`config.mk`:
```
export PLATFORM = sky130hd
export DESIGN_NAME = bdc_iter
export DESIGN_NICKNAME = d
export VERILOG_FILES = /design/src/bdc_pkg.sv /design/src/bdc_iter.sv
export SDC_FILE = /design/constraint.sdc
export NUM_CORES = 1
export LEC_CHECK = 0
export BUFFER_PORTS_ARGS = -buffer_cell sky130_fd_sc_hd__clkbuf_2
export CORE_UTILIZATION = 26
export DETAILED_ROUTE_END_ITERATION = 8
export PLACE_DENSITY = 0.48
export SLEW_MARGIN = 20
export SYNTH_ARGS = -nofsm -noshare
export SYNTH_HDL_FRONTEND = slang
export SYNTH_SLANG_ARGS = --single-unit
```
`constraint.sdc`:
```
create_clock -name i_clk -period 4.6 [get_ports i_clk]
set_input_delay 0.23 -clock i_clk [delete_from_list [all_inputs] [get_ports i_clk]]
set_output_delay 0.23 -clock i_clk [all_outputs]
set_load 0.01 [all_outputs]
```
`src/bdc_pkg.sv`:
```
// shared constants and types of the b-dot detumble controller
package bdc_pkg;

    localparam int FIELD_W   = 16;
    localparam int DIFF_W    = FIELD_W + 1;
    localparam int DIP_W     = 16;
    localparam int GAIN_W    = 16;
    localparam int ROW_W     = 48;
    localparam int RATE_W    = 16;
    localparam int OP_W      = 18;
    localparam int ACC_W     = 51;
    localparam int NUM_W     = 42;
    localparam int QUO_W     = 17;
    localparam int REM_W     = 19;
    localparam int CFG_IDX_W = 3;
    localparam int CFG_W     = 48;
    localparam int HALF_SHIFT = 17;

    localparam logic [RATE_W-1:0] DEFAULT_RATE = RATE_W'(10);

    // register indexes of the configuration port
    localparam logic [CFG_IDX_W-1:0] REG_GAIN_ROW0    = 3'd0;
    localparam logic [CFG_IDX_W-1:0] REG_GAIN_ROW1    = 3'd1;
    localparam logic [CFG_IDX_W-1:0] REG_GAIN_ROW2    = 3'd2;
    localparam logic [CFG_IDX_W-1:0] REG_DIPOLE_LIMIT = 3'd3;
    localparam logic [CFG_IDX_W-1:0] REG_SAMPLE_RATE  = 3'd4;

    // operation of the shared compare-subtract unit
    typedef enum logic {
        ITER_SQRT = 1'b0,
        ITER_DIV  = 1'b1
    } t_iter_mode;

    typedef struct packed {
        logic       start;
        t_iter_mode mode;
    } t_iter_cmd;

endpackage

```
`src/bdc_iter.sv`:
```
// iterative compare-subtract unit for the square root and the quotient
module bdc_iter (
    input  logic                            i_clk,
    input  logic                            i_rst_n,
    input  bdc_pkg::t_iter_cmd              i_cmd,
    input  logic [bdc_pkg::NUM_W-1:0]       i_num,
    input  logic [15:0]                     i_den,
    output logic                            o_busy,
    output logic                            o_done,
    output logic [bdc_pkg::QUO_W-1:0]       o_res
);

    logic                             r_busy;
    logic                             r_done;
    bdc_pkg::t_iter_mode              r_mode;
    logic [4:0]                       r_cnt;
    logic [bdc_pkg::REM_W-1:0]        r_rem;
    logic [bdc_pkg::QUO_W-1:0]        r_res;
    logic [31:0]                      r_sh;
    logic [15:0]                      r_den;
    logic [bdc_pkg::REM_W-1:0]        w_cand;
    logic [bdc_pkg::REM_W-1:0]        w_trial;
    logic                             w_ge;

    // candidate remainder and trial value of one step
    always_comb begin
        if (r_mode == bdc_pkg::ITER_SQRT) begin
            w_cand  = {r_rem[16:0], r_sh[31:30]};
            w_trial = {1'b0, r_res[15:0], 2'b01};
        end else begin
            w_cand  = {1'b0, r_rem[16:0], r_sh[31]};
            w_trial = {3'b000, r_den};
        end
    end

    assign w_ge = (w_cand >= w_trial);

    // control: busy, step count, done strobe
    always_ff @(posedge i_clk) begin
        if (!i_rst_n) begin
            r_busy <= 1'b0;
            r_done <= 1'b0;
            r_cnt  <= '0;
        end else begin
            r_done <= 1'b0;
            if (i_cmd.start && !r_busy) begin
                r_busy <= 1'b1;
                r_cnt  <= (i_cmd.mode == bdc_pkg::ITER_SQRT) ? 5'd15 : 5'd16;
            end else if (r_busy) begin
                if (r_cnt == 5'd0) begin
                    r_busy <= 1'b0;
                    r_done <= 1'b1;
                end else begin
                    r_cnt <= r_cnt - 5'd1;
                end
            end
        end
    end

    // datapath: load and one digit per cycle
    always_ff @(posedge i_clk) begin
        if (i_cmd.start && !r_busy) begin
            r_mode <= i_cmd.mode;
            r_den  <= i_den;
            r_res  <= '0;
            if (i_cmd.mode == bdc_pkg::ITER_SQRT) begin
                r_rem <= '0;
                r_sh  <= i_num[31:0];
            end else begin
                r_rem <= {3'b000, i_num[32:17]};
                r_sh  <= {i_num[16:0], 15'b0};
            end
        end else if (r_busy) begin
            r_rem <= w_ge ? (w_cand - w_trial) : w_cand;
            r_res <= {r_res[15:0], w_ge};
            r_sh  <= (r_mode == bdc_pkg::ITER_SQRT) ? (r_sh << 2) : (r_sh << 1);
        end
    end

    assign o_busy = r_busy;
    assign o_done = r_done;
    assign o_res  = r_res;

endmodule

```
* Word level (Yosys, flattened, before mapping)
Cells that the tools add are included.
Word-level totals: memory bits (writable) 0, output and inout bits 19, input port bits 62, bits in read-only memories 0, memories kept 0, flip-flop bits (word level) 90, bits in latches 0, logic and storage cells 38
Cells by class: $mul 0, divide/modulo/power cells 0, $add $sub $neg 2, multiplexer cells 18, shifts and indexed selects 0, eq/ne operators 1, bitwise operators 2, reductions and logical operators 6, magnitude comparators 1
Operators by type and width (number):
- 32-bit two-way mux | 4
- 17-bit two-way mux | 3
- 5-bit two-way mux | 4
- 19-bit by 18-bit greater-or-equal comparator with 1-bit output | 1
- 19-bit two-way mux | 1
- 18-bit two-way mux | 1
- 17-bit subtractor | 1
- 16-bit two-way mux | 1
- 5-bit zero test | 1
- 5-bit by 1-bit subtractor with 5-bit output, second input constant | 1
- 1-bit two-way mux | 4
- 3-bit OR reduction | 1
- 2-bit by 1-bit inequality test with 1-bit output, second input constant | 1
- 1-bit inverter | 2
- 2-bit AND reduction | 1
- 2-bit nonzero test | 1
- 1-bit logical AND | 1
- 1-bit zero test | 1

* Logic depth before layout (Yosys ltp)
depth in word-level cells 5, gate-level depth with buffers 14

* Worst setup path before layout
No wires, ideal clock.
path kind register to register, start register r_mode, end register r_rem[15] in the netlist's numbering (data pin), setup slack 1178 ps, clock period less this slack 3422 ps, arrival 3157 ps, library setup time 265 ps, stages on the path, launching flop included 13, path through edfxtp_1 buf_2 buf_2 buf_2 buf_2 mux2i_1 ha_1 a21o_1 a221o_1 a21o_1 or4_1 nand3_1 o21ai_0
Between the ends: cells in the longest elaborated chain, start to end 5, elaborated cells on any way between the ends 7
RTL lines:
- start: declaration | RTL line bdc_iter.sv:15 | bdc_pkg::t_iter_mode r_mode;
- start signal: assignment | RTL line bdc_iter.sv:63 | r_mode <= i_cmd.mode;
- 19-bit two-way mux / 18-bit two-way mux (equally long branches) | RTL line bdc_iter.sv:27 | if (r_mode == bdc_pkg::ITER_SQRT) begin
- 17-bit subtractor / 19-bit by 18-bit greater-or-equal comparator with 1-bit output (equally long branches) | RTL line bdc_iter.sv:74, bdc_iter.sv:36
- 17-bit two-way mux (*) | RTL line bdc_iter.sv:74 | r_rem <= w_ge ? (w_cand - w_trial) : w_cand;
- 17-bit two-way mux (*) | RTL line bdc_iter.sv:73 | end else if (r_busy) begin
- 17-bit two-way mux (*) | RTL line bdc_iter.sv:62 | if (i_cmd.start && !r_busy) begin
- end signal: assignment | RTL line bdc_iter.sv:70 | r_rem <= {3'b000, i_num[32:17]};
- end signal: assignment | RTL line bdc_iter.sv:74
- end: declaration | RTL line bdc_iter.sv:17 | logic [bdc_pkg::REM_W-1:0] r_rem;
Mark *: on every way between the ends. The rest lies on a longest branch, timed or not. The select of a mux whose other input is x is not followed. A chain may end at the register's enable or synchronous reset.

* Worst setup path in the final report
start register r_mode, end register r_rem[12] in the netlist's numbering (data pin)
The elaborated chain is that of the path after synthesis.

==> impl_metrics.ini <==
[sta]
worst_pin_slew_ns = 0.942
hold_viol = 0
slew_viol_final = 0
fmax_mhz = 249
finalClockSkew_ns = 0.00809
holdWs_ns = 0.0487
max_slew_margin_pct = 37.2
min_period_ns = 4.02
fin_crit_sh_pct = 87.4
fin_tns_setup_ns = 0
finalWorstSetupSlack_ns = 0.577
setup_viol = 0
rsz0062_at_grt = false

[yosys]
synth_top_area_share_pct = 35.2
synth.avg_cell_area_sq_um = 10.2
synth_edf_count = 66
ys_top_cells_by_area = edfxtp_1, dfxtp_1, mux2i_1, ha_1, o21ai_0
yosysTopAreaCell = edfxtp_1
ys_warn_count = 0
synth.most_common_cell = edfxtp_1
yosys_most_used_dff = edfxtp_1
synthTopCellsByCount = edfxtp_1, o21ai_0, mux2i_1
ys_seq_area_share_pct = 43.8
syn_area_sq_mm = 0.00562
synth_cells = 550
syn_nets = 633
ys_async_sr_fraction_pct = 0
ys_seq_elements = 90
ys_types = 60

[detailed_routing]
wl_per_cell_um = 16.9
vias_per_cell = 5.02
finalWirelength_um = 14900
drt_iter0_drc = 294
first_pass_iters = 4
vias = 4430
drc = 0
ant_nets = 0

[floorplanning]
die_width_um = 149
ios = 81
start_util_pct = 26.7
die_y_um = 149
core-area_sq_mm = 0.0211
dieArea_sq_mm = 0.0222
rows = 53

[run]
maxCapViolCount = 0

[place]
globalplace.congestion = 0.791
placedInstanceArea_sq_mm = 0.00623
dpl_worst_slack_ns = 0.614
port_buffers = 71
dp_hpwl_um = 10800

[clock_tree]
htreeDepth = 3
cts_buffers = 9
post-cts-setup-buffers = 0
cts_resized = 0
cts_buffer_depth = 2
root_buffer = clkbuf_16
insertion_delay_ns = 0.35
ctsHoldBuffers = 0
clock_sinks = 90
cts_tree = yes
path_clk_slew_ns = 0.07

[global_routing]
overflow = 0
grt_pass1_wl_um = 23600
grt_max_degree = 54
grt_pass1_vias = 4352
grtUsageTotal_pct = 13.7
antenna_found_initial = 0

[finish]
area_growth_pct = 16.0
diodes = 0
nFillCells = 2222
drive_gt1_share_pct = 20.7
layout.nets = 686
final_cell_area_sq_mm = 0.00652
seq_area_sq_mm = 0.00246
multi_input_area_sq_mm = 0.00297
final_util_pct = 30.9

[min_path]
min_path_type = input pin to register

[setup_path]
crit_required_ns = 4.70
max_stage_delay_ns = 0.96
crit_path_start_kind = register
crit_path_top_delay_cell = edfxtp_1
cpMostUsedCell = and4_1
crit_path_end_kind = register
crit_family = compound AO/OA/AOI/OAI gates
critPathArrivalTime_ns = 4.13
cp_num_buf_inv = 1
path_max_fanout = 22
path_cells = buf_4, mux2i_1, ha_1, and4_1, and4_1, o21ai_1, a21oi_2, nor2_1, a311o_1
worstSetupPathType = register to register

[power]
powerDensity_mw_per_mm2 = 552
power.leakage_uw = 0.00254
irDropWorstVdd_uv = 211

[status]
outcome = finished clean
metrics by stage:
step | cells | power (uW)
floorplan | 550 | 2440
global placement | 867 | 2830
detailed placement | 867 | 2860
CTS | 883 | 3630
global route | 883 | 3850
finish | 883 | 3600
report_power, final:
part	total [uW]	switching [uW]	internal, uW
registers	1180	83.9	1100
logic	1670	958	709
clock network	752	347	405
total	3600	1390	2210
registers in the layout, summed over array words and instances, names as in the netlist:
name and flops:
r_mode 1, r_sh 32, r_den 16, r_rem 17, o_done 1, o_res 17
r_cnt 5, o_busy 1
placed cells by master, fill, tap and decap left out, drive strengths merged, types with 6 or more instances in the layout:
master | Yosys | final
clkbuf | 23 | 81
edfxtp | 66 | 66
nor2b | 19 | 19
nor3 | 6 | 6
mux2 | 18 | 18
nand3b | 14 | 14
a21oi | 33 | 33
nand2b | 20 | 20
o21ai | 50 | 50
dfxtp | 24 | 24
nor2 | 13 | 13
nand3 | 17 | 17
inv | 7 | 9
xnor2 | 7 | 7
buf | 15 | 9
ha | 20 | 20
a211oi | 19 | 19
a21o | 9 | 9
o211ai | 7 | 7
a41oi | 8 | 8
and3 | 14 | 14
mux2i | 46 | 46
nand2 | 38 | 38
nand4 | 7 | 7
cell families (layout without fill, tap and decap cells):
logic type / Yosys count / count (layout) / synth area share (%)
xor gates and xnor gates: 8 / 8 / 1.25
AOI/OAI and AO/OA: 157 / 157 / 18.8
muxes: 64 / 64 / 11.8
and+or+nand+nor: 165 / 165 / 16.2
buffers and inverters: 45 / 103 / 3.36
DFF: 90 / 90 / 43.8
adders and majority gates: 21 / 21 / 4.81
layer usage:
layer	global-route usage [%]	part of all wire [%]
met2	23.8	51
met3	1.44	1.7
met5	0	0
met4	5.66	1.7
met1	17.4	46
final cells by class:
| type | instances | share of cell area [%] |
|---|---|---|
| clock buffer | 10 | 3.84 |
| clock inverter | 6 | 0.710 |
| inverter | 7 | 0.403 |
| multi-input combinational | 415 | 45.6 |
| sequential | 90 | 37.7 |
| tap | 275 | 5.27 |
| timing repair buffer | 80 | 6.48 |
worst paths after layout:
check	from	endpoint	cells past startpoint	slack, ns
worst max-delay path	r_mode	r_rem[12]	9	0.58
worst min-delay path	i_den[13]	r_den[13]	1	0.05
worst max register to register	r_mode	r_rem[12]	9	0.58
worst min register to register	o_res[16]	o_res[16]	2	0.48
Note: power is estimated with default switching activity, not from simulation.
