--- src/bdc_pkg.sv ---
// shared constants and types of the b-dot detumble controller
package bdc_pkg;

    localparam int FIELD_W   = 16;
    localparam int DIFF_W    = FIELD_W + 1;
    localparam int DIP_W     = 16;
    localparam int GAIN_W    = 16;
    localparam int ROW_W     = 48;
    localparam int RATE_W    = 16;
    localparam int OP_W      = 18;
    localparam int ACC_W     = 51;
    localparam int NUM_W     = 42;
    localparam int QUO_W     = 17;
    localparam int REM_W     = 19;
    localparam int CFG_IDX_W = 3;
    localparam int CFG_W     = 48;
    localparam int HALF_SHIFT = 17;

    localparam logic [RATE_W-1:0] DEFAULT_RATE = RATE_W'(10);

    // register indexes of the configuration port
    localparam logic [CFG_IDX_W-1:0] REG_GAIN_ROW0    = 3'd0;
    localparam logic [CFG_IDX_W-1:0] REG_GAIN_ROW1    = 3'd1;
    localparam logic [CFG_IDX_W-1:0] REG_GAIN_ROW2    = 3'd2;
    localparam logic [CFG_IDX_W-1:0] REG_DIPOLE_LIMIT = 3'd3;
    localparam logic [CFG_IDX_W-1:0] REG_SAMPLE_RATE  = 3'd4;

    // operation of the shared compare-subtract unit
    typedef enum logic {
        ITER_SQRT = 1'b0,
        ITER_DIV  = 1'b1
    } t_iter_mode;

    typedef struct packed {
        logic       start;
        t_iter_mode mode;
    } t_iter_cmd;

endpackage

--- src/bdc_mul.sv ---
// shared registered 18x18 signed multiplier with optional half-word shift
module bdc_mul (
    input  logic                               i_clk,
    input  logic                               i_rst_n,
    input  logic                               i_en,
    input  logic                               i_shift,
    input  logic signed [bdc_pkg::OP_W-1:0]    i_a,
    input  logic signed [bdc_pkg::OP_W-1:0]    i_b,
    output logic                               o_valid,
    output logic signed [bdc_pkg::ACC_W-1:0]   o_p
);

    logic signed [2*bdc_pkg::OP_W-1:0] w_prod;
    logic signed [bdc_pkg::ACC_W-1:0]  w_ext;
    logic                              r_valid;
    logic signed [bdc_pkg::ACC_W-1:0]  r_p;

    assign w_prod = i_a * i_b;
    assign w_ext  = bdc_pkg::ACC_W'(w_prod);

    // valid flag follows the issue strobe
    always_ff @(posedge i_clk) begin
        if (!i_rst_n) begin
            r_valid <= 1'b0;
        end else begin
            r_valid <= i_en;
        end
    end

    // product register
    always_ff @(posedge i_clk) begin
        if (i_en) begin
            r_p <= i_shift ? (w_ext <<< bdc_pkg::HALF_SHIFT) : w_ext;
        end
    end

    assign o_valid = r_valid;
    assign o_p     = r_p;

endmodule

--- config.mk ---
export PLATFORM = sky130hd
export DESIGN_NAME = bdc_mul
export DESIGN_NICKNAME = d
export VERILOG_FILES = /design/src/bdc_pkg.sv /design/src/bdc_mul.sv
export SDC_FILE = /design/constraint.sdc
export NUM_CORES = 1
export LEC_CHECK = 0
export BUFFER_PORTS_ARGS = -buffer_cell sky130_fd_sc_hd__clkbuf_2
export CELL_PAD_IN_SITES_DETAIL_PLACEMENT = 2
export CELL_PAD_IN_SITES_GLOBAL_PLACEMENT = 2
export CORE_UTILIZATION = 40
export DETAILED_ROUTE_END_ITERATION = 16
export GPL_TIMING_DRIVEN = 1
export HOLD_SLACK_MARGIN = 0.02
export PLACE_DENSITY = 0.78
export SLEW_MARGIN = 25
export SYNTH_ARGS = -nofsm -noshare
export SYNTH_HDL_FRONTEND = slang
export SYNTH_SLANG_ARGS = --single-unit
--- constraint.sdc ---
create_clock -name i_clk -period 7.5 [get_ports i_clk]
set_input_delay 0.375 -clock i_clk [delete_from_list [all_inputs] [get_ports i_clk]]
set_output_delay 0.375 -clock i_clk [all_outputs]
set_load 0.01 [all_outputs]
Word-level counts from Yosys, hierarchy flattened
Index checks and enable logic that the tools add are counted.
{"block": "word_totals", "regBits": 52, "in_bits": 40, "out_inout_bits": 52, "word_cells": 5}
{"block": "classes", "n_mul": 1, "n_mux": 1}
{"operator": "51-bit two-way mux", "count": 1}
{"operator": "18-bit by 18-bit multiplier with 36-bit output", "count": 1}

Longest topological paths before layout
Gate-level depths: netlist (run 1).
{"block": "depth", "ltp_word": 2, "mapped_depth": 27, "ltp_nobuf": 23}

Worst setup path after synthesis (run 1)
Ideal clock, no wire load.
{"block": "synth_timing", "path_kind": "input port to flip-flop", "startpoint": "input port i_a[17] (netlist name)", "endpoint": "register r_p (netlist bit o_p[32]) (data pin)", "setup_time_ns": 0.260, "t_arrival_ns": 6.164, "required_time_ns": 7.240, "setup_slack_ns": 1.076, "path_stages": 23, "path_buffers": 2, "path_cell_list": "clkbuf_1 > clkbuf_1 > nand2_1 > fa_1 > inv_1 > fa_1 > inv_1 > fa_1 > inv_1 > fa_1 > fa_1 > inv_1 > fa_1 > inv_1 > ha_1 > nand2_1 > o31a_1 > or3b_1 > a31oi_1 > o31a_1 > a31oi_1 > xnor2_1 > mux2_2"}
{"block": "synth_between", "elab_chain_cells": 2}
{"item": "from (decl)", "line": "bdc_mul.sv:7", "text": "input logic signed [bdc_pkg::OP_W-1:0] i_a,"}
{"item": "18-bit by 18-bit multiplier with 36-bit output", "line": "bdc_mul.sv:18", "text": "assign w_prod = i_a * i_b;"}
{"item": "51-bit two-way mux", "line": "bdc_mul.sv:33", "text": "r_p <= i_shift ? (w_ext <<< bdc_pkg::HALF_SHIFT) : w_ext;"}
{"item": "to (signal assigned)", "line": "bdc_mul.sv:33"}
{"item": "to (decl)", "line": "bdc_mul.sv:16", "text": "logic signed [bdc_pkg::ACC_W-1:0] r_p;"}
No other way between the ends.
A chain may end at the register's enable or synchronous reset.

Worst setup path after layout (run 1)
{"block": "layout_timing", "startpoint": "input port i_b[0] (netlist name)", "endpoint": "register r_p (netlist bit o_p[50]) (data pin)"}
{"block": "layout_between", "elab_chain_cells": 2}
{"item": "from (decl)", "line": "bdc_mul.sv:8", "text": "input logic signed [bdc_pkg::OP_W-1:0] i_b,"}
{"item": "18-bit by 18-bit multiplier with 36-bit output", "line": "bdc_mul.sv:18"}
{"item": "51-bit two-way mux", "line": "bdc_mul.sv:33"}
No other way between the ends.

==> metrics.md, run 1 <==
| Metric | Value |
|---|---|
| Final Cycle Share | 94.0% |
| Unrepaired setup endpoints after global routing | no |
| Avg Inst Size Synth | 9.76 µm² |
| Ys Warns | 0 |
| Fillers | 3810 |
| Antenna Nets Post-Route | 0 |
| Startpoint types | input pin |
| CP required | 7.54 ns |
| Sequential area share after synthesis | 11.0% |
| Layout Nets | 1964 |
| Drt total wl | 43200 µm |
| Via density | 5.09 |
| Fin. Hold Viols | 0 |
| Top area cells in the synthesized netlist | fa_1, edfxtp_1, inv_1, ha_1, and2_1 |
| GRT Overall Usage | 25.4% |
| DR pass1 iterations | 6 |
| Sink Count | 52 |
| Starting Density | 40.8% |
| Via count | 9976 |
| Least-Margin Pin Slew | 0.933 ns |
| Arrival time worst endpoint | 7.09 ns |
| Clk pin slew, worst setup/hold paths | 0.06 ns |
| Initial DRC Count | 271 |
| Initial antenna violation count | 0 |
| Endpoints failing setup | 0 |
| #FFs+latches synth | 52 |
| Die Footprint | 0.0360 mm² |
| GR Util met1 | 29.3% |
| Post-CTS Setup Bufs | 0 |
| Async set or reset register ratio after synthesis | 0% |
| Max frequency | 142 MHz |
| Boundary Pins | 92 |
| Post-synth top area cell | fa_1 |
| CP max FO | 19 |
| Total CTS buffers | 5 |
| Clock Tree Buf Depth | 2 |
| Synth Flop Type | edfxtp_1 |
| Synth unique cells | 51 |
| Cell count after synthesis | 1446 |
| DIE WIDTH | 190 µm |
| GR Util met3 | 1.66% |
| Max_slew headroom | 37.8% |
| Area growth from synthesis to layout | 7.49% |
| Global route overflow | 0 |
| Die H | 190 µm |
| Quantity of hold-fixing buffers added after cts | 0 |
| Worst Setup Path Type | in2reg |
| Slew Limit Fails | 0 |
| Htree depth | 2 |
| Wirelength per Cell | 22.1 µm |
| Detailed Place HPWL | 37200 µm |
| Area share of the largest cell type after synthesis | 46.7% |
| DRC | 0 |
| Outcome | finished, final reports clean |
| Fin crit period | 7.05 ns |
| Largest net degree at the start of global routing | 53 |
| Multi-input gate area | 0.0110 mm² |
| Cell Area, Synth | 0.0141 mm² |
| # diodes | 0 |
| First-pass GRT wire length | 68700 µm |
| Worst Hold Class | in2reg |
| Port buffer count | 91 |
| Met2 Usage GRT | 49.3% |
| Sequential cell area | 0.00155 mm² |
| Share of layout cells above drive strength 1 | 8.32% |
| Number of global-route vias before repair | 12300 |
| Max-Cap Viols | 0 |
| CP Capture Type | flip-flop |
| CTS tree | yes |
| Post-Layout Cell Count | 1958 |
| Syn_nets | 1908 |
| Core Rows | 68 |
| Post-synth EDFFs | 51 |
| DP Cell Count | 1950 |
| Clock root buffer master | clkbuf_16 |
| Final Wtd Congestion | 0.817 |
| Total core area | 0.0346 mm² |
| GRT busiest layer | met2 |
| CTS-repair resized insts | 0 |
| Setup TNS | 0 ns |
## logic make-up (layout without fill, tap and decap cells)
family | Yosys count | count (layout) | share of synthesized area, %
and+or+nand+nor | 415 | 415 | 15.0
DFF | 52 | 52 | 11.0
buffers and inverters | 408 | 465 | 10.9
AOI/OAI and AO/OA | 102 | 102 | 4.96
adders and majority gates | 422 | 422 | 54.9
muxes | 13 | 13 | 1.03
xor gates and xnor gates | 34 | 34 | 2.21
## per-layer routing
metal / vias to the layer above / wire [µm]
met5: - / 0
met4: 0 / 1600
met1: 5331 / 16300
li1: 4382 / -
met2: 180 / 23900
met3: 83 / 1360
## final timing paths
kind	cells past startpoint	to	from
max	24	o_p[50]	i_b[0]
min	2	o_valid	i_rst_n
## cell usage in the layout, fill, tap and decap left out, types with 23 or more instances in the layout
| cell type | netlist | layout |
|---|---|---|
| inv_1 | 354 | 354 |
| nor2_1 | 30 | 30 |
| edfxtp_1 | 51 | 51 |
| and2_1 | 176 | 176 |
| a21oi_1 | 23 | 23 |
| clkbuf_2 | 0 | 91 |
| a21o_1 | 29 | 29 |
| xnor2_1 | 25 | 25 |
| fa_1 | 329 | 329 |
| nand2_1 | 168 | 168 |
| ha_1 | 93 | 93 |
## cell type report
type                            count  share of cell area, %
Multi-Input combinational cell    986                   72.7
Tap cell                          455                   3.75
Timing Repair Buffer              103                   3.59
Sequential cell                    52                   10.2
Inverter                          354                   8.76
Clock buffer                        7                  0.940
Clock inverter                      1                 0.0495
## synth_stat cells, types with 4 or more instances
master / n
a31oi_1: 4
o21a_1: 5
o21ai_1: 5
edfxtp_1: 51
and3_1: 4
o21ai_0: 12
ha_1: 93
nand3_1: 7
mux2_2: 10
a21oi_1: 23
a21o_1: 29
nand2_1: 168
xnor2_1: 25
inv_1: 354
xor2_1: 8
nand2b_1: 6
nor2b_1: 7
fa_1: 329
nor2_1: 30
and2_1: 176
a211oi_1: 4
clkbuf_1: 51
## flip-flops by register name, indices dropped and copies added, names as in the netlist
register	count
o_valid	1
o_p	51
## per-stage QoR
stage	setup WS (ns)	cell area, µm²	utilization, %	hold slack (ns)
finish	0.449	15200	43.8	0.290
detailed placement	0.138	15000	43.4	0.589
CTS	0.424	15200	43.8	0.286
floorplan	1.08	14100	-	0.487
global route	0.132	15200	43.8	0.299
global placement	0.544	15000	43.4	0.585
## worst max-delay path: stages
cell      delay, ns
clkbuf_2       0.31
nand2_1        0.25
inv_1          0.12
fa_1           0.59
inv_1          0.14
fa_1           0.53
inv_1          0.06
ha_1           0.55
inv_1          0.28
fa_1           0.55
inv_1          0.06
fa_1           0.55
inv_1          0.06
fa_1           0.47
inv_1          0.04
ha_1           0.39
and2_1         0.19
nand3_1        0.10
nor2_1         0.13
o21ai_1        0.14
a21boi_1       0.31
o32a_1         0.24
nand2_1        0.34
a21o_1         0.30
Power of run 1 is not shown: default switching activity piles up to over one toggle a cycle in this logic, so the estimate is an artifact.
==> run 2: changes to the inputs <==
CORE_ASPECT_RATIO = 1.5   (was not set)
==> metrics.md, run 2 (synthesis results as in run 1) <==
| Metric | Value |
|---|---|
| Outcome | finished, final reports clean |
| Max-Cap Viols | 0 (unchanged) |
| Most frequent CP cell | inv_1 |
| Multi-input gate area | 0.0110 mm² (unchanged) |
| Quantity of hold-fixing buffers added after cts | 0 (unchanged) |
| Core Rows | 83 (+22%) |
| DRC | 0 (unchanged) |
| CP required | 7.55 ns (about the same) |
| Sequential cell area | 0.00155 mm² (unchanged) |
| CP Capture Type | flip-flop |
| Wirelength per Cell | 23.5 µm (+6.6%) |
| Die Footprint | 0.0361 mm² (about the same) |
| Sink Count | 52 (unchanged) |
| Endpoints failing setup | 0 (unchanged) |
| Post-CTS Setup Bufs | 0 (unchanged) |
| CP max FO | 19 (unchanged) |
| Least-Margin Pin Slew | 0.903 ns (-0.0296 ns) |
| Starting Density | 40.9% (+0.18 points) |
| Max frequency | 143 MHz (+0.74%) |
| Final Wtd Congestion | 0.813 (-0.51%) |
| Arrival time worst endpoint | 7.04 ns (-0.05 ns) |
| CP max stage cell | fa_1 |
| Fillers | 3779 (-0.81%) |
| First-pass GRT wire length | 72600 µm (+5.6%) |
| Post-Layout Cell Count | 1970 (+0.61%) |
| Worst hold path depth | 2 (unchanged) |
| Clock root buffer master | clkbuf_16 |
| Unrepaired setup endpoints after global routing | no |
| Initial DRC Count | 340 (+25%) |
| Port buffer count | 91 (unchanged) |
| Commonest cells after routing, fill and taps aside | inv_1, fa_1, and2_1 |
| Worst Hold Class | in2reg |
| Max incr delay on CP | 0.60 ns (about the same) |
| Share of layout cells above drive strength 1 | 8.38% (+0.067 points) |
| Total CTS buffers | 5 (unchanged) |
| Largest net degree at the start of global routing | 53 (unchanged) |
| DR pass1 iterations | 4 (-2) |
| Commonest non-fill, non-tap cell in the layout | inv_1 |
| Layout Nets | 1964 (unchanged) |
| Setup TNS | 0 ns (unchanged) |
| Startpoint types | input pin |
| Worst Setup Path Type | in2reg |
| Global route overflow | 0 (unchanged) |
| Max_slew headroom | 39.8% (+2.0 points) |
| Hold Crit Endpoint | o_valid |
| CTS-repair resized insts | 0 (unchanged) |
| Critical-path cell list | clkbuf_2 > nand2_1 > inv_1 > fa_1 > inv_1 > fa_1 > inv_1 > ha_1 > inv_1 > fa_1 > inv_1 > fa_1 > inv_1 > fa_1 > inv_1 > ha_1 > and2_1 > nand3_1 > nor2_1 > o21ai_1 > a21boi_1 > o32a_1 > nand2_1 > a21o_1 |
| Die H | 232 µm (+22%) |
| Max FFs per register | 51 (unchanged) |
| Clk pin slew, worst setup/hold paths | 0.07 ns (about the same) |
| Initial antenna violation count | 0 (unchanged) |
| # diodes | 0 (unchanged) |
| Drt total wl | 46300 µm (+7.2%) |
| Detailed Place HPWL | 39100 µm (+5.1%) |
| DP Cell Count | 1962 (+0.62%) |
| Total core area | 0.0345 mm² (-0.43%) |
| Boundary Pins | 92 (unchanged) |
| Slew Limit Fails | 0 (unchanged) |
| Htree depth | 2 (unchanged) |
| Area growth from synthesis to layout | 7.72% |
| Final Cycle Share | 93.3% (-0.69 points) |
| Via count | 10200 (+2.6%) |
| Via density | 5.20 (+2.0%) |
| Min-delay src | i_rst_n |
| Clock Tree Buf Depth | 2 (unchanged) |
| Fin crit period | 7.00 ns (-0.0519 ns) |
| CTS tree | yes |
| Fin. Hold Viols | 0 (unchanged) |
| GRT Overall Usage | 27.4% (+1.9 points) |
| Number of global-route vias before repair | 12700 (+3.6%) |
| Antenna Nets Post-Route | 0 (unchanged) |
| DIE WIDTH | 155 µm (-18%) |
| Hold Slack | 0.284 ns (-0.00554 ns) |
-- run 2: worst max-delay path: cells and delay by family --
kind / cells / cell delay, ns
AO/OA/AOI/OAI: 4 / 1.00
adder cells (fa/ha/maj): 7 / 3.58
buffers and inverters: 8 / 1.04
AND/OR/NAND/NOR: 5 / 1.00
-- run 2: area by class of cell --
class	instances	share of cell area, %
Tap cell	467	3.84
Clock inverter	3	0.280
Inverter	354	8.74
Clock buffer	5	0.823
Sequential cell	52	10.2
Multi-Input combinational cell	986	72.5
Timing Repair Buffer	103	3.59
-- run 2: per-stage QoR --
step           worst slack, ns  instance area, µm²  utilization [%]
2_1_floorplan             1.08               14100                -
3_3_place_gp             0.450               15000             43.6
3_5_place_dp             0.129               15000             43.6
4_1_cts                  0.445               15200             44.1
5_1_grt                 0.0736               15200             44.1
6_report                 0.501               15200             44.1
-- run 2: worst max path at each step --
stage | startpoint | end | slack, ns | depth (start not counted)
2_1_floorplan | i_a[17] | o_p[32] | 1.08 | 23
3_3_place_gp | i_b[0] | o_p[38] | 0.45 | 24
3_5_place_dp | i_b[0] | o_p[35] | 0.13 | 24
4_1_cts | i_b[0] | o_p[40] | 0.44 | 24
5_1_grt | i_b[0] | o_p[40] | 0.07 | 24
6_report | i_b[0] | o_p[40] | 0.50 | 24
-- run 2: layer usage --
| metal | wire length [µm] | share of wire [%] | track usage, % | up-vias |
|---|---|---|---|---|
| met3 | 730 | 1.6 | 1.66 | 112 |
| li1 | - | - | - | 4382 |
| met4 | 2600 | 5.6 | 13.5 | 0 |
| met5 | 0 | 0 | 0 | - |
| met1 | 15600 | 34 | 27.6 | 5551 |
| met2 | 27400 | 59 | 55.5 | 194 |
Power of run 2 is left out for the same reason.
==> run 3: changes to the inputs <==
CORE_UTILIZATION = 41   (was 40)
PLACE_DENSITY = 0.8   (was 0.78)
==> metrics.md, run 3 (synthesis results as in run 1) <==
| Metric | Value |
|---|---|
| Outcome | finished, final reports clean |
| Fin crit period | 7.09 ns (+0.0919 ns) |
| CP Capture Type | flip-flop |
| CP max stage cell | fa_1 |
| Endpoints failing setup | 0 (unchanged) |
| Global route overflow | 0 (unchanged) |
| Setup TNS | 0 ns (unchanged) |
| Startpoint types | input pin |
| First-pass GRT wire length | 72900 µm (+0.40%) |
| Worst Hold Class | in2reg |
| Worst hold path depth | 2 (unchanged) |
| Sink Count | 52 (unchanged) |
| Max frequency | 141 MHz (-1.3%) |
| Fin. Hold Viols | 0 (unchanged) |
| Min-delay src | i_rst_n |
| Via count | 10300 (+0.46%) |
| Starting Density | 42.0% (+1.0 points) |
| Htree depth | 2 (unchanged) |
| Fillers | 3652 (-3.4%) |
| Least-Margin Pin Slew | 0.905 ns (+0.00173 ns) |
| DR pass1 iterations | 4 (unchanged) |
| Share of layout cells above drive strength 1 | 8.13% (-0.26 points) |
| Critical-path cell list | clkbuf_2 > nand2_1 > inv_1 > fa_1 > inv_1 > fa_1 > inv_1 > ha_1 > inv_1 > fa_1 > inv_1 > fa_1 > inv_1 > fa_1 > inv_1 > ha_1 > a21oi_1 > o21ai_0 > nand2b_1 > o31a_1 > a211oi_1 > nor4b_1 > a211o_1 |
| Worst Setup Path Type | in2reg |
| Max_slew headroom | 39.7% (-0.12 points) |
| Max incr delay on CP | 0.62 ns (+0.02 ns) |
| CTS-repair resized insts | 0 (unchanged) |
| Max-Cap Viols | 0 (unchanged) |
| Post-CTS Setup Bufs | 0 (unchanged) |
| Hold Crit Endpoint | o_valid |
| Drt total wl | 47100 µm (+1.7%) |
| Initial antenna violation count | 0 (unchanged) |
| Antenna Nets Post-Route | 0 (unchanged) |
| Most frequent CP cell | inv_1 |
| Clk pin slew, worst setup/hold paths | 0.07 ns (about the same) |
| Wirelength per Cell | 24.5 µm (+4.3%) |
| Clock root buffer master | clkbuf_16 |
| Final Cycle Share | 94.5% (+1.2 points) |
| Area growth from synthesis to layout | 7.05% |
| Total CTS buffers | 5 (unchanged) |
| Core Rows | 82 (-1.2%) |
| Commonest cells after routing, fill and taps aside | inv_1, fa_1, and2_1 |
| Total core area | 0.0337 mm² (-2.4%) |
| Layout Nets | 1962 (-0.10%) |
| Slew Limit Fails | 0 (unchanged) |
| CP required | 7.54 ns (about the same) |
| Quantity of hold-fixing buffers added after cts | 0 (unchanged) |
| CP max FO | 19 (unchanged) |
| GRT Overall Usage | 28.1% (+0.69 points) |
| Unrepaired setup endpoints after global routing | no |
| # diodes | 0 (unchanged) |
| Commonest non-fill, non-tap cell in the layout | inv_1 |
| Initial DRC Count | 441 (+30%) |
| DRC | 0 (unchanged) |
| Largest net degree at the start of global routing | 53 (unchanged) |
| Detailed Place HPWL | 41000 µm (+4.8%) |
| Port buffer count | 91 (unchanged) |
| Die H | 229 µm (-1.2%) |
| Final Wtd Congestion | 0.812 (about the same) |
| Clock Tree Buf Depth | 2 (unchanged) |
| CTS tree | yes |
| Number of global-route vias before repair | 12900 (+1.3%) |
| Via density | 5.35 (+3.0%) |
| Die Footprint | 0.0352 mm² (-2.4%) |
| Arrival time worst endpoint | 7.13 ns (+0.09 ns) |
| Max FFs per register | 51 (unchanged) |
| Boundary Pins | 92 (unchanged) |
| DIE WIDTH | 154 µm (-1.2%) |
run 3: changes by cell type in the layout (fill, tap and decap cells not counted):
cell        change
clkinvlp_4      -1
bufinv_16       -1
clkinv_2        -1
clkbuf_1        +2
buf_4           -2
clkbuf_8        +1
run 3: area by class of cell:
class	instances	area (µm²)	share of cell area, %
clock buffers	8	146	0.969
inverters	354	1330	8.79
multi-input cells	986	11000	73.0
flip-flops and latches	52	1550	10.3
well taps	420	526	3.48
repair buffers	101	531	3.51
run 3: worst max-delay path by stage:
stage / start / end / slack (ns) / cells after the start
6_report: i_b[0] / o_p[34] / 0.41 / 23
5_1_grt: i_b[0] / o_p[32] / 0.09 / 24
4_1_cts: i_b[0] / o_p[32] / 0.37 / 24
3_5_place_dp: i_b[0] / o_p[32] / 0.08 / 24
3_3_place_gp: i_a[13] / o_p[48] / 0.60 / 22
2_1_floorplan: i_a[17] / o_p[32] / 1.08 / 23
run 3: stage by stage:
step | area, µm² | utilization [%] | hold slack [ns] | setup slack (ns) | std cells
floorplan | 14100 | - | 0.487 | 1.08 | 1446
global placement | 15000 | 44.5 | 0.581 | 0.603 | 1913
detailed placement | 15000 | 44.5 | 0.596 | 0.0847 | 1913
CTS | 15100 | 44.9 | 0.300 | 0.374 | 1921
global route | 15100 | 44.9 | 0.320 | 0.0915 | 1921
finish | 15100 | 44.9 | 0.306 | 0.409 | 1921
run 3: layer usage:
| metal | vias up | routed length, µm | global-route usage (%) |
|---|---|---|---|
| li1 | 4375 | - | - |
| met1 | 5491 | 14800 | 26.7 |
| met2 | 258 | 27200 | 55.2 |
| met3 | 162 | 987 | 1.76 |
| met4 | 0 | 4050 | 21.3 |
| met5 | - | 0 | 0 |
run 3: worst max-delay path: cells and delay by family:
family	cells	cell delay, ns
AO/OA/AOI/OAI	5	1.41
AND/OR/NAND/NOR	3	0.51
buffers and inverters	8	1.10
adder cells (fa/ha/maj)	7	3.71
Power of run 3 is left out for the same reason.
